### src/hw/rtl/fqkr_pkg.sv
// Package for the keyed-remove FIFO queue: operation and status codes,
// transaction structs for the command and result ports, and the cell control struct.
// No dependencies.
package fqkr_pkg;

  // Widths of the port fields; these do not vary with the module parameters.
  localparam int unsigned OpW       = 2;
  localparam int unsigned FieldW    = 16;
  localparam int unsigned StatusW   = 2;
  localparam int unsigned OccW      = 5;

  typedef enum logic [OpW-1:0] {
    OP_PUSH   = 2'd0,
    OP_POP    = 2'd1,
    OP_REMOVE = 2'd2,
    OP_FIND   = 2'd3
  } op_e;

  typedef enum logic [StatusW-1:0] {
    ST_OK       = 2'd0,
    ST_NOTFOUND = 2'd1,
    ST_FULL     = 2'd2
  } status_e;

  // One command transaction.
  typedef struct packed {
    op_e               op;
    logic [FieldW-1:0] item_handle;
    logic [FieldW-1:0] item_id;
    logic [FieldW-1:0] search_id;
  } cmd_t;

  // One result transaction.
  typedef struct packed {
    status_e           status;
    logic              found;
    logic [FieldW-1:0] result_handle;
    logic [OccW-1:0]   occupancy;
  } result_t;

  // Per-cell control from the top level.
  typedef struct packed {
    logic exec;
    op_e  op;
    logic head;
    logic occupied;
    logic tail;
  } cell_ctl_t;

endpackage

### src/hw/rtl/fqkr_cell.sv
// One slot of the keyed-remove FIFO: holds an identifier and a handle,
// compares against the key and passes the first-hit flag down the row.
// Depends on fqkr_pkg.
module fqkr_cell #(
  parameter int unsigned ID_BITS     = 16,
  parameter int unsigned HANDLE_BITS = 16
) (
  input  logic                   clk_i,
  input  fqkr_pkg::cell_ctl_t    ctl_i,
  input  logic [ID_BITS-1:0]     key_i,
  input  logic [ID_BITS-1:0]     push_id_i,
  input  logic [HANDLE_BITS-1:0] push_handle_i,
  input  logic [ID_BITS-1:0]     next_id_i,
  input  logic [HANDLE_BITS-1:0] next_handle_i,
  input  logic                   hit_i,
  input  logic [HANDLE_BITS-1:0] handle_i,
  output logic                   hit_o,
  output logic [HANDLE_BITS-1:0] handle_o,
  output logic [ID_BITS-1:0]     slot_id_o,
  output logic [HANDLE_BITS-1:0] slot_handle_o
);

  logic [ID_BITS-1:0]     id_q, id_d;
  logic [HANDLE_BITS-1:0] hnd_q, hnd_d;
  logic                   hit_here;
  logic                   first_hit;
  logic                   shift;

  // A pop hits the head cell; remove and find hit on an identifier match.
  always_comb begin
    unique case (ctl_i.op)
      fqkr_pkg::OP_POP:    hit_here = ctl_i.occupied & ctl_i.head;
      fqkr_pkg::OP_REMOVE: hit_here = ctl_i.occupied & (id_q == key_i);
      fqkr_pkg::OP_FIND:   hit_here = ctl_i.occupied & (id_q == key_i);
      default:             hit_here = 1'b0;
    endcase
  end

  // Only the hit nearest the head contributes its handle.
  assign first_hit = hit_here & ~hit_i;
  assign hit_o     = hit_i | hit_here;
  assign handle_o  = handle_i | (first_hit ? hnd_q : '0);

  // Cells at and behind the taken entry pull their neighbor's contents.
  assign shift = ((ctl_i.op == fqkr_pkg::OP_POP) || (ctl_i.op == fqkr_pkg::OP_REMOVE)) & hit_o;

  always_comb begin
    id_d  = id_q;
    hnd_d = hnd_q;
    if (ctl_i.exec) begin
      if ((ctl_i.op == fqkr_pkg::OP_PUSH) && ctl_i.tail) begin
        id_d  = push_id_i;
        hnd_d = push_handle_i;
      end else if (shift) begin
        id_d  = next_id_i;
        hnd_d = next_handle_i;
      end
    end
  end

  // Slot contents carry no reset.
  always_ff @(posedge clk_i) begin
    id_q  <= id_d;
    hnd_q <= hnd_d;
  end

  assign slot_id_o     = id_q;
  assign slot_handle_o = hnd_q;

endmodule

### src/hw/rtl/fifo_queue_with_keyed_remove_core.sv
// Top level of the keyed-remove FIFO queue: command register, entry count,
// row of fqkr_cell slots and the result register. Depends on fqkr_pkg, fqkr_cell.
//
// Usage:
//   A command transaction (push, pop, remove by id, find by id) is taken at a
//   rising edge where start is high and busy is low. busy is high for the one
//   cycle that follows, while the cell row evaluates the command and updates.
//   The result transaction appears on result_o with result_valid_o high for
//   exactly one cycle, registered from busy, and cannot be held off by the
//   receiver. A new command may be started in that same cycle.
//   A new command is not taken while busy is high. The execute cycle is set
//   by the first-hit flag and handle that ripple through all DEPTH cells of
//   the row. Reset clears the entry count, busy and the result strobe; slot
//   contents are not cleared, since only slots below the count are ever read.
module fifo_queue_with_keyed_remove_core #(
  parameter int unsigned DEPTH       = 16,
  parameter int unsigned ID_BITS     = 16,
  parameter int unsigned HANDLE_BITS = 16
) (
  input  logic               clk_i,
  input  logic               rst_ni,
  input  logic               start,
  output logic               busy,
  input  fqkr_pkg::cmd_t     cmd_i,
  output logic               result_valid_o,
  output fqkr_pkg::result_t  result_o
);

  localparam int unsigned CntW = $clog2(DEPTH + 1);

  logic                   accept;
  logic                   busy_q;
  fqkr_pkg::op_e          op_q;
  logic [ID_BITS-1:0]     id_q, key_q;
  logic [HANDLE_BITS-1:0] hnd_q;
  logic [CntW-1:0]        cnt_q, cnt_d;
  logic                   full;
  logic                   res_valid_q;
  fqkr_pkg::result_t      res_q, res_d;

  logic [ID_BITS-1:0]     slot_id   [DEPTH];
  logic [HANDLE_BITS-1:0] slot_hnd  [DEPTH];
  logic                   hit_c     [DEPTH+1];
  logic [HANDLE_BITS-1:0] hnd_c     [DEPTH+1];

  assign accept = start & ~busy_q;
  assign busy   = busy_q;
  assign full   = (cnt_q == CntW'(DEPTH));

  // Command register; fields are truncated or extended to the stored widths.
  always_ff @(posedge clk_i) begin
    if (accept) begin
      op_q  <= cmd_i.op;
      id_q  <= ID_BITS'(cmd_i.item_id);
      key_q <= ID_BITS'(cmd_i.search_id);
      hnd_q <= HANDLE_BITS'(cmd_i.item_handle);
    end
  end

  // Row of cells; the hit flag and handle ripple from head to tail.
  assign hit_c[0] = 1'b0;
  assign hnd_c[0] = '0;

  for (genvar i = 0; i < DEPTH; i++) begin : g_cell
    fqkr_pkg::cell_ctl_t    ctl;
    logic [ID_BITS-1:0]     nxt_id;
    logic [HANDLE_BITS-1:0] nxt_hnd;

    assign ctl.exec     = busy_q;
    assign ctl.op       = op_q;
    assign ctl.head     = (i == 0);
    assign ctl.occupied = (cnt_q > CntW'(i));
    assign ctl.tail     = (cnt_q == CntW'(i));

    if (i + 1 < DEPTH) begin : g_next
      assign nxt_id  = slot_id[i+1];
      assign nxt_hnd = slot_hnd[i+1];
    end else begin : g_last
      assign nxt_id  = slot_id[i];
      assign nxt_hnd = slot_hnd[i];
    end

    fqkr_cell #(
      .ID_BITS     (ID_BITS),
      .HANDLE_BITS (HANDLE_BITS)
    ) u_cell (
      .clk_i         (clk_i),
      .ctl_i         (ctl),
      .key_i         (key_q),
      .push_id_i     (id_q),
      .push_handle_i (hnd_q),
      .next_id_i     (nxt_id),
      .next_handle_i (nxt_hnd),
      .hit_i         (hit_c[i]),
      .handle_i      (hnd_c[i]),
      .hit_o         (hit_c[i+1]),
      .handle_o      (hnd_c[i+1]),
      .slot_id_o     (slot_id[i]),
      .slot_handle_o (slot_hnd[i])
    );
  end

  // Count update and result formation in the execute cycle.
  always_comb begin
    cnt_d               = cnt_q;
    res_d.status        = fqkr_pkg::ST_NOTFOUND;
    res_d.found         = 1'b0;
    res_d.result_handle = fqkr_pkg::FieldW'(hnd_c[DEPTH]);
    unique case (op_q)
      fqkr_pkg::OP_PUSH: begin
        if (full) begin
          res_d.status = fqkr_pkg::ST_FULL;
        end else begin
          res_d.status = fqkr_pkg::ST_OK;
          cnt_d        = cnt_q + CntW'(1);
        end
      end
      fqkr_pkg::OP_POP, fqkr_pkg::OP_REMOVE: begin
        if (hit_c[DEPTH]) begin
          res_d.status = fqkr_pkg::ST_OK;
          res_d.found  = 1'b1;
          cnt_d        = cnt_q - CntW'(1);
        end
      end
      default: begin
        if (hit_c[DEPTH]) begin
          res_d.status = fqkr_pkg::ST_OK;
          res_d.found  = 1'b1;
        end
      end
    endcase
    res_d.occupancy = fqkr_pkg::OccW'(cnt_d);
  end

  // Control registers.
  always_ff @(posedge clk_i or negedge rst_ni) begin
    if (!rst_ni) begin
      busy_q      <= 1'b0;
      res_valid_q <= 1'b0;
      cnt_q       <= '0;
    end else begin
      busy_q      <= accept;
      res_valid_q <= busy_q;
      if (busy_q) begin
        cnt_q <= cnt_d;
      end
    end
  end

  // Result register.
  always_ff @(posedge clk_i) begin
    if (busy_q) begin
      res_q <= res_d;
    end
  end

  assign result_valid_o = res_valid_q;
  assign result_o       = res_q;

endmodule

### config.mk
export PLATFORM = sky130hd
export DESIGN_NAME = fifo_queue_with_keyed_remove_core
export DESIGN_NICKNAME = d
export VERILOG_FILES = /design/src/hw/rtl/fqkr_pkg.sv /design/src/hw/rtl/fqkr_cell.sv /design/src/hw/rtl/fifo_queue_with_keyed_remove_core.sv
export SDC_FILE = /design/constraint.sdc
export NUM_CORES = 1
export LEC_CHECK = 0
export CORE_ASPECT_RATIO = 0.9
export CORE_MARGIN = 2
export CORE_UTILIZATION = 40
export DETAILED_ROUTE_END_ITERATION = 16
export DONT_BUFFER_PORTS = 1
export PLACE_DENSITY = 0.62
export SETUP_SLACK_MARGIN = 0.3
export SLEW_MARGIN = 20
export SYNTH_ARGS = -nofsm -noshare
export SYNTH_HDL_FRONTEND = slang
export SYNTH_SLANG_ARGS = --single-unit
### constraint.sdc
create_clock -name clk_i -period 5.3 [get_ports clk_i]
set_clock_uncertainty 0.15 [all_clocks]
set_input_delay 0.265 -clock clk_i [delete_from_list [all_inputs] [get_ports clk_i]]
set_output_delay 0.265 -clock clk_i [all_outputs]
set_load 0.01 [all_outputs]
==> impl_metrics.prom <==
# TYPE chip_impl_metric gauge
chip_impl_metric{name="ios",unit=""} 79
chip_impl_metric{name="fin_cells",unit=""} 3249
chip_impl_metric{name="synthesis.yosys.warnings",unit=""} 0
chip_impl_info{name="worst_setup_path_startpoint",value="cnt_q[1]"} 1
chip_impl_info{name="timing.critical_path.slowest_stage_cell",value="sky130_fd_sc_hd__nor4_2"} 1
chip_impl_metric{name="power.leakage",unit="nW"} 11.2
chip_impl_info{name="rsz_0062_raised_after_global_routing",value="no"} 1
chip_impl_info{name="cts_tree",value="yes"} 1
chip_impl_metric{name="vias",unit=""} 19200
chip_impl_metric{name="critical_path.n_buffers_inverters",unit=""} 2
chip_impl_metric{name="cp.arrival",unit="ns"} 4.53
chip_impl_info{name="category_of_the_critical_setup_timing_path",value="reg2reg"} 1
chip_impl_metric{name="max_cap_violations",unit=""} 0
chip_impl_metric{name="antenna_violating_nets_post_route",unit=""} 0
chip_impl_info{name="hold_path_end",value="hnd_q[14]"} 1
chip_impl_metric{name="numClockSinks",unit=""} 593
chip_impl_info{name="hold_path.startpoint",value="cmd_i[46]"} 1
chip_impl_metric{name="cts_htree_levels",unit=""} 3
chip_impl_metric{name="dieWidth",unit="um"} 294
chip_impl_metric{name="buffer_ports.inserted",unit=""} 0
chip_impl_info{name="capturing_element_type_of_the_critical_path",value="flip-flop"} 1
chip_impl_metric{name="initial_core_util",unit="%"} 40.4
chip_impl_metric{name="avgViaCountPerCell",unit=""} 5.91
chip_impl_metric{name="tightest_slew",unit="ns"} 1.13
chip_impl_metric{name="setup_total_negative_slack",unit="ns"} 0
chip_impl_info{name="synth_top_flop_cell",value="sky130_fd_sc_hd__edfxtp_1"} 1
chip_impl_metric{name="die-area",unit="um2"} 77700
chip_impl_metric{name="finish.net_count",unit=""} 2291
chip_impl_metric{name="max_freq",unit="GHz"} 0.227
chip_impl_metric{name="multiInputGateArea",unit="um2"} 11600
chip_impl_metric{name="synth.cell_area",unit="um2"} 30200
chip_impl_metric{name="cp_slowest_stage_delay",unit="ns"} 0.70
chip_impl_metric{name="asyncSetResetFlopFracSynth",unit="%"} 1.18
chip_impl_metric{name="timing.critical_path.fanout_max",unit=""} 18
chip_impl_metric{name="die_height",unit="um"} 265
chip_impl_metric{name="setup-violations-final",unit=""} 0
chip_impl_metric{name="filler_cell_count",unit=""} 6519
chip_impl_metric{name="post_cts_resize_count",unit=""} 0
chip_impl_metric{name="drc",unit=""} 0
chip_impl_info{name="hold_class",value="in2reg"} 1
chip_impl_metric{name="synth_compound_gate_area_share",unit="%"} 6.41
chip_impl_info{name="largest_family_of_logic_cells_by_synthesized_area",value="multiplexers"} 1
chip_impl_info{name="clk_root_buffer_cell",value="sky130_fd_sc_hd__clkbuf_16"} 1
chip_impl_metric{name="gate_count_post_synth",unit=""} 2194
chip_impl_metric{name="first_global_vias",unit=""} 19300
chip_impl_metric{name="placed_cells_incl_taps",unit=""} 3076
chip_impl_metric{name="synthXorXnorAreaFrac",unit="%"} 7.59
chip_impl_metric{name="clock_tree.buffer_depth",unit=""} 3
chip_impl_info{name="run_status",value="completed"} 1
chip_impl_metric{name="synth-edff-count",unit=""} 586
chip_impl_metric{name="ys_ff_latch",unit=""} 593
chip_impl_metric{name="drive_gt1_share",unit="%"} 28.7
chip_impl_metric{name="drt_pass_1_iters",unit=""} 6
chip_impl_metric{name="max-slew-margin-rel",unit="%"} 24.3
chip_impl_info{name="crit_family",value="simple AND/OR/NAND/NOR gates"} 1
chip_impl_metric{name="peakVddDrop",unit="mV"} 0.259
chip_impl_metric{name="synth-simple-area-share",unit="%"} 7.09
chip_impl_metric{name="final-hold-violation-count",unit=""} 0
chip_impl_metric{name="detail_route.iter0.violations",unit=""} 2183
chip_impl_metric{name="drt_wl_total",unit="um"} 88800
chip_impl_info{name="crit_path_cell_trace",value="inv_1 > ha_1 > o21ai_1 > nand4_1 > nor4_2 > nor4_4 > nand3b_2 > o31ai_1 > a21oi_4 > buf_4"} 1
chip_impl_metric{name="insertion_delay",unit="ns"} 0.61
chip_impl_metric{name="dp_hpwl",unit="um"} 61200
chip_impl_info{name="timing.rr.end",value="g_cell[9].u_cell.slot_id_o[3]"} 1
chip_impl_metric{name="syn_avg_cell_area",unit="um2"} 13.8
chip_impl_metric{name="grt.total_usage",unit="%"} 22.7
chip_impl_metric{name="power.density",unit="nW/um2"} 312
chip_impl_metric{name="min_period_over_period",unit="%"} 83.0
chip_impl_metric{name="worstRegToRegCells",unit=""} 10
chip_impl_metric{name="row_count",unit=""} 95
chip_impl_metric{name="synth-adder-area-share",unit="%"} 0.415
chip_impl_metric{name="gp_congestion",unit=""} 0.880
chip_impl_metric{name="slew_violations",unit=""} 0
chip_impl_metric{name="critical_path_required",unit="ns"} 5.44
chip_impl_metric{name="grt_pass1_wl",unit="um"} 130000
chip_impl_metric{name="globalRoute.totalOverflow",unit=""} 0
chip_impl_metric{name="wire_per_inst",unit="um"} 27.3
chip_impl_metric{name="sequential_element_share_of_the_synthesized_area",unit="%"} 58.9
chip_impl_metric{name="initial_antenna_violation_count",unit=""} 3
chip_impl_metric{name="synth_cell_type_count",unit=""} 71
chip_impl_metric{name="hold-path-cell-count",unit=""} 1
chip_impl_metric{name="largest_net_degree_at_the_start_of_global_routing",unit=""} 52
chip_impl_metric{name="cts-buffers-inserted",unit=""} 68
chip_impl_metric{name="share_of_synthesized_area_spent_on_multiplexers",unit="%"} 16.1
chip_impl_metric{name="period_minus_slack",unit="ns"} 4.40
chip_impl_metric{name="floorplan.core_area",unit="um2"} 74600
chip_impl_metric{name="sequential_cell_area",unit="um2"} 17800
chip_impl_metric{name="clkTransAtPathRegs",unit="ns"} 0.06
chip_impl_metric{name="reg2reg_setup_slack",unit="ns"} 0.90
chip_impl_metric{name="finish.utilization",unit="%"} 45.7
chip_impl_metric{name="flow.area_growth_from_synthesis",unit="%"} 13.1
chip_impl_info{name="cp-start-kind",value="flip-flop"} 1
chip_impl_metric{name="postSynthNetCount",unit=""} 2257
chip_impl_info{name="r2r_start",value="cnt_q[1]"} 1
power breakdown:
| part | total (mW) | switching, mW | internal, mW |
|---|---|---|---|
| logic | 0.769 | 0.478 | 0.291 |
| registers | 5.40 | 0.177 | 5.23 |
| clock network | 4.47 | 1.88 | 2.59 |
| total | 10.6 | 2.53 | 8.11 |
worst max-delay path by stage:
stage | cells after the start | to | slack (ns)
after floorplan | 10 | g_cell[5].u_cell.slot_handle_o[0] | 0.78
after global placement | 9 | g_cell[9].u_cell.slot_id_o[3] | 1.04
after detailed placement | 9 | g_cell[9].u_cell.slot_id_o[3] | 0.95
after CTS | 9 | g_cell[9].u_cell.slot_id_o[3] | 0.96
after global routing | 9 | g_cell[9].u_cell.slot_id_o[14] | 0.69
final | 10 | g_cell[9].u_cell.slot_id_o[3] | 0.90
repair_timing:
| item | in CTS | in global routing |
|---|---|---|
| buffers inserted | 0 | 0 |
| hold buffers | 52 | 0 |
| hold endpoints to repair | 57 | 0 |
sequential cells by signal, summed over array words and instances, names as in the netlist:
name / flops
busy: 1
cnt_q: 5
g_cell.u_cell.slot_handle_o: 256
g_cell.u_cell.slot_id_o: 256
hnd_q: 16
id_q: 16
key_q: 16
op_q: 2
result_o: 24
result_valid_o: 1
per-stage QoR:
| stage | worst slack [ns] | power [mW] | instance area, um2 | hold slack [ns] |
|---|---|---|---|---|
| after floorplan | 0.780 | 5.93 | 30200 | -0.181 |
| after global placement | 1.04 | 6.21 | 31600 | -0.180 |
| after detailed placement | 0.949 | 6.22 | 31600 | -0.180 |
| after CTS | 0.961 | 10.7 | 34100 | 0.114 |
| after global routing | 0.693 | 10.9 | 34100 | 0.117 |
| final | 0.904 | 10.6 | 34100 | 0.130 |
cells by family (layout without fill, tap and decap cells):
kind of cell | after synthesis | count (layout)
muxes | 435 | 435
other | 0 | 1
xor gates and xnor gates | 258 | 258
adders and majority gates | 10 | 10
DFF | 593 | 593
AOI/OAI and AO/OA | 256 | 256
and+or+nand+nor | 405 | 405
buffers and inverters | 237 | 321
final cells by class:
class	instances	area share [%]
clock inverters	28	0.696
clock buffers	92	5.31
inverters	62	0.682
multi-input cells	1364	34.0
flip-flops and latches	593	52.1
diodes	1	0.00733
well taps	970	3.56
repair buffers	139	3.66
synthesized netlist by cell type (6+ instances only):
master	count	area, um2
sky130_fd_sc_hd__a21oi_1	18	90.1
sky130_fd_sc_hd__a221o_1	17	170
sky130_fd_sc_hd__a221oi_1	16	140
sky130_fd_sc_hd__a222oi_1	16	160
sky130_fd_sc_hd__a22o_1	16	140
sky130_fd_sc_hd__a31oi_1	18	113
sky130_fd_sc_hd__a41oi_1	16	140
sky130_fd_sc_hd__and3_1	7	43.8
sky130_fd_sc_hd__buf_1	23	86.3
sky130_fd_sc_hd__buf_2	22	110
sky130_fd_sc_hd__buf_4	24	180
sky130_fd_sc_hd__clkbuf_1	99	372
sky130_fd_sc_hd__dfrtp_1	7	175
sky130_fd_sc_hd__edfxtp_1	586	17600
sky130_fd_sc_hd__ha_1	10	125
sky130_fd_sc_hd__inv_1	59	221
sky130_fd_sc_hd__mux2_2	416	4680
sky130_fd_sc_hd__mux2i_1	19	190
sky130_fd_sc_hd__nand2_1	146	548
sky130_fd_sc_hd__nand3_1	36	180
sky130_fd_sc_hd__nand4_1	36	225
sky130_fd_sc_hd__nor2_1	31	116
sky130_fd_sc_hd__nor2b_1	9	56.3
sky130_fd_sc_hd__nor3_1	34	170
sky130_fd_sc_hd__nor4_1	56	350
sky130_fd_sc_hd__o2111ai_1	16	140
sky130_fd_sc_hd__o211ai_1	32	240
sky130_fd_sc_hd__o21ai_0	58	290
sky130_fd_sc_hd__or3_1	6	37.5
sky130_fd_sc_hd__xnor2_1	100	876
sky130_fd_sc_hd__xor2_1	154	1350
routing by layer:
metal | track usage [%] | wire, um | part of all wire, % | vias up
met2 | 35.7 | 40700 | 46 | 854
met5 | 0 | 25 | 0.028 | -
met1 | 31.7 | 38400 | 43 | 9732
met4 | 6.48 | 2330 | 2.6 | 4
li1 | - | - | - | 8463
met3 | 4.60 | 7340 | 8.3 | 153
placed cells by master, fill, tap and decap left out, drive strengths merged, types with 18 or more instances in the layout:
cell type / instances
mux2i: 19
clkinv: 22
dlygate4sd3: 52
o211ai: 32
inv: 63
a31oi: 20
clkbuf: 92
xor2: 158
nand4: 36
nor2: 34
mux2: 416
edfxtp: 586
a21oi: 18
nand2: 146
xnor2: 100
nor3: 37
nand3: 36
buf: 87
o21ai: 59
nor4: 62
(Power assumes the default switching activity.)
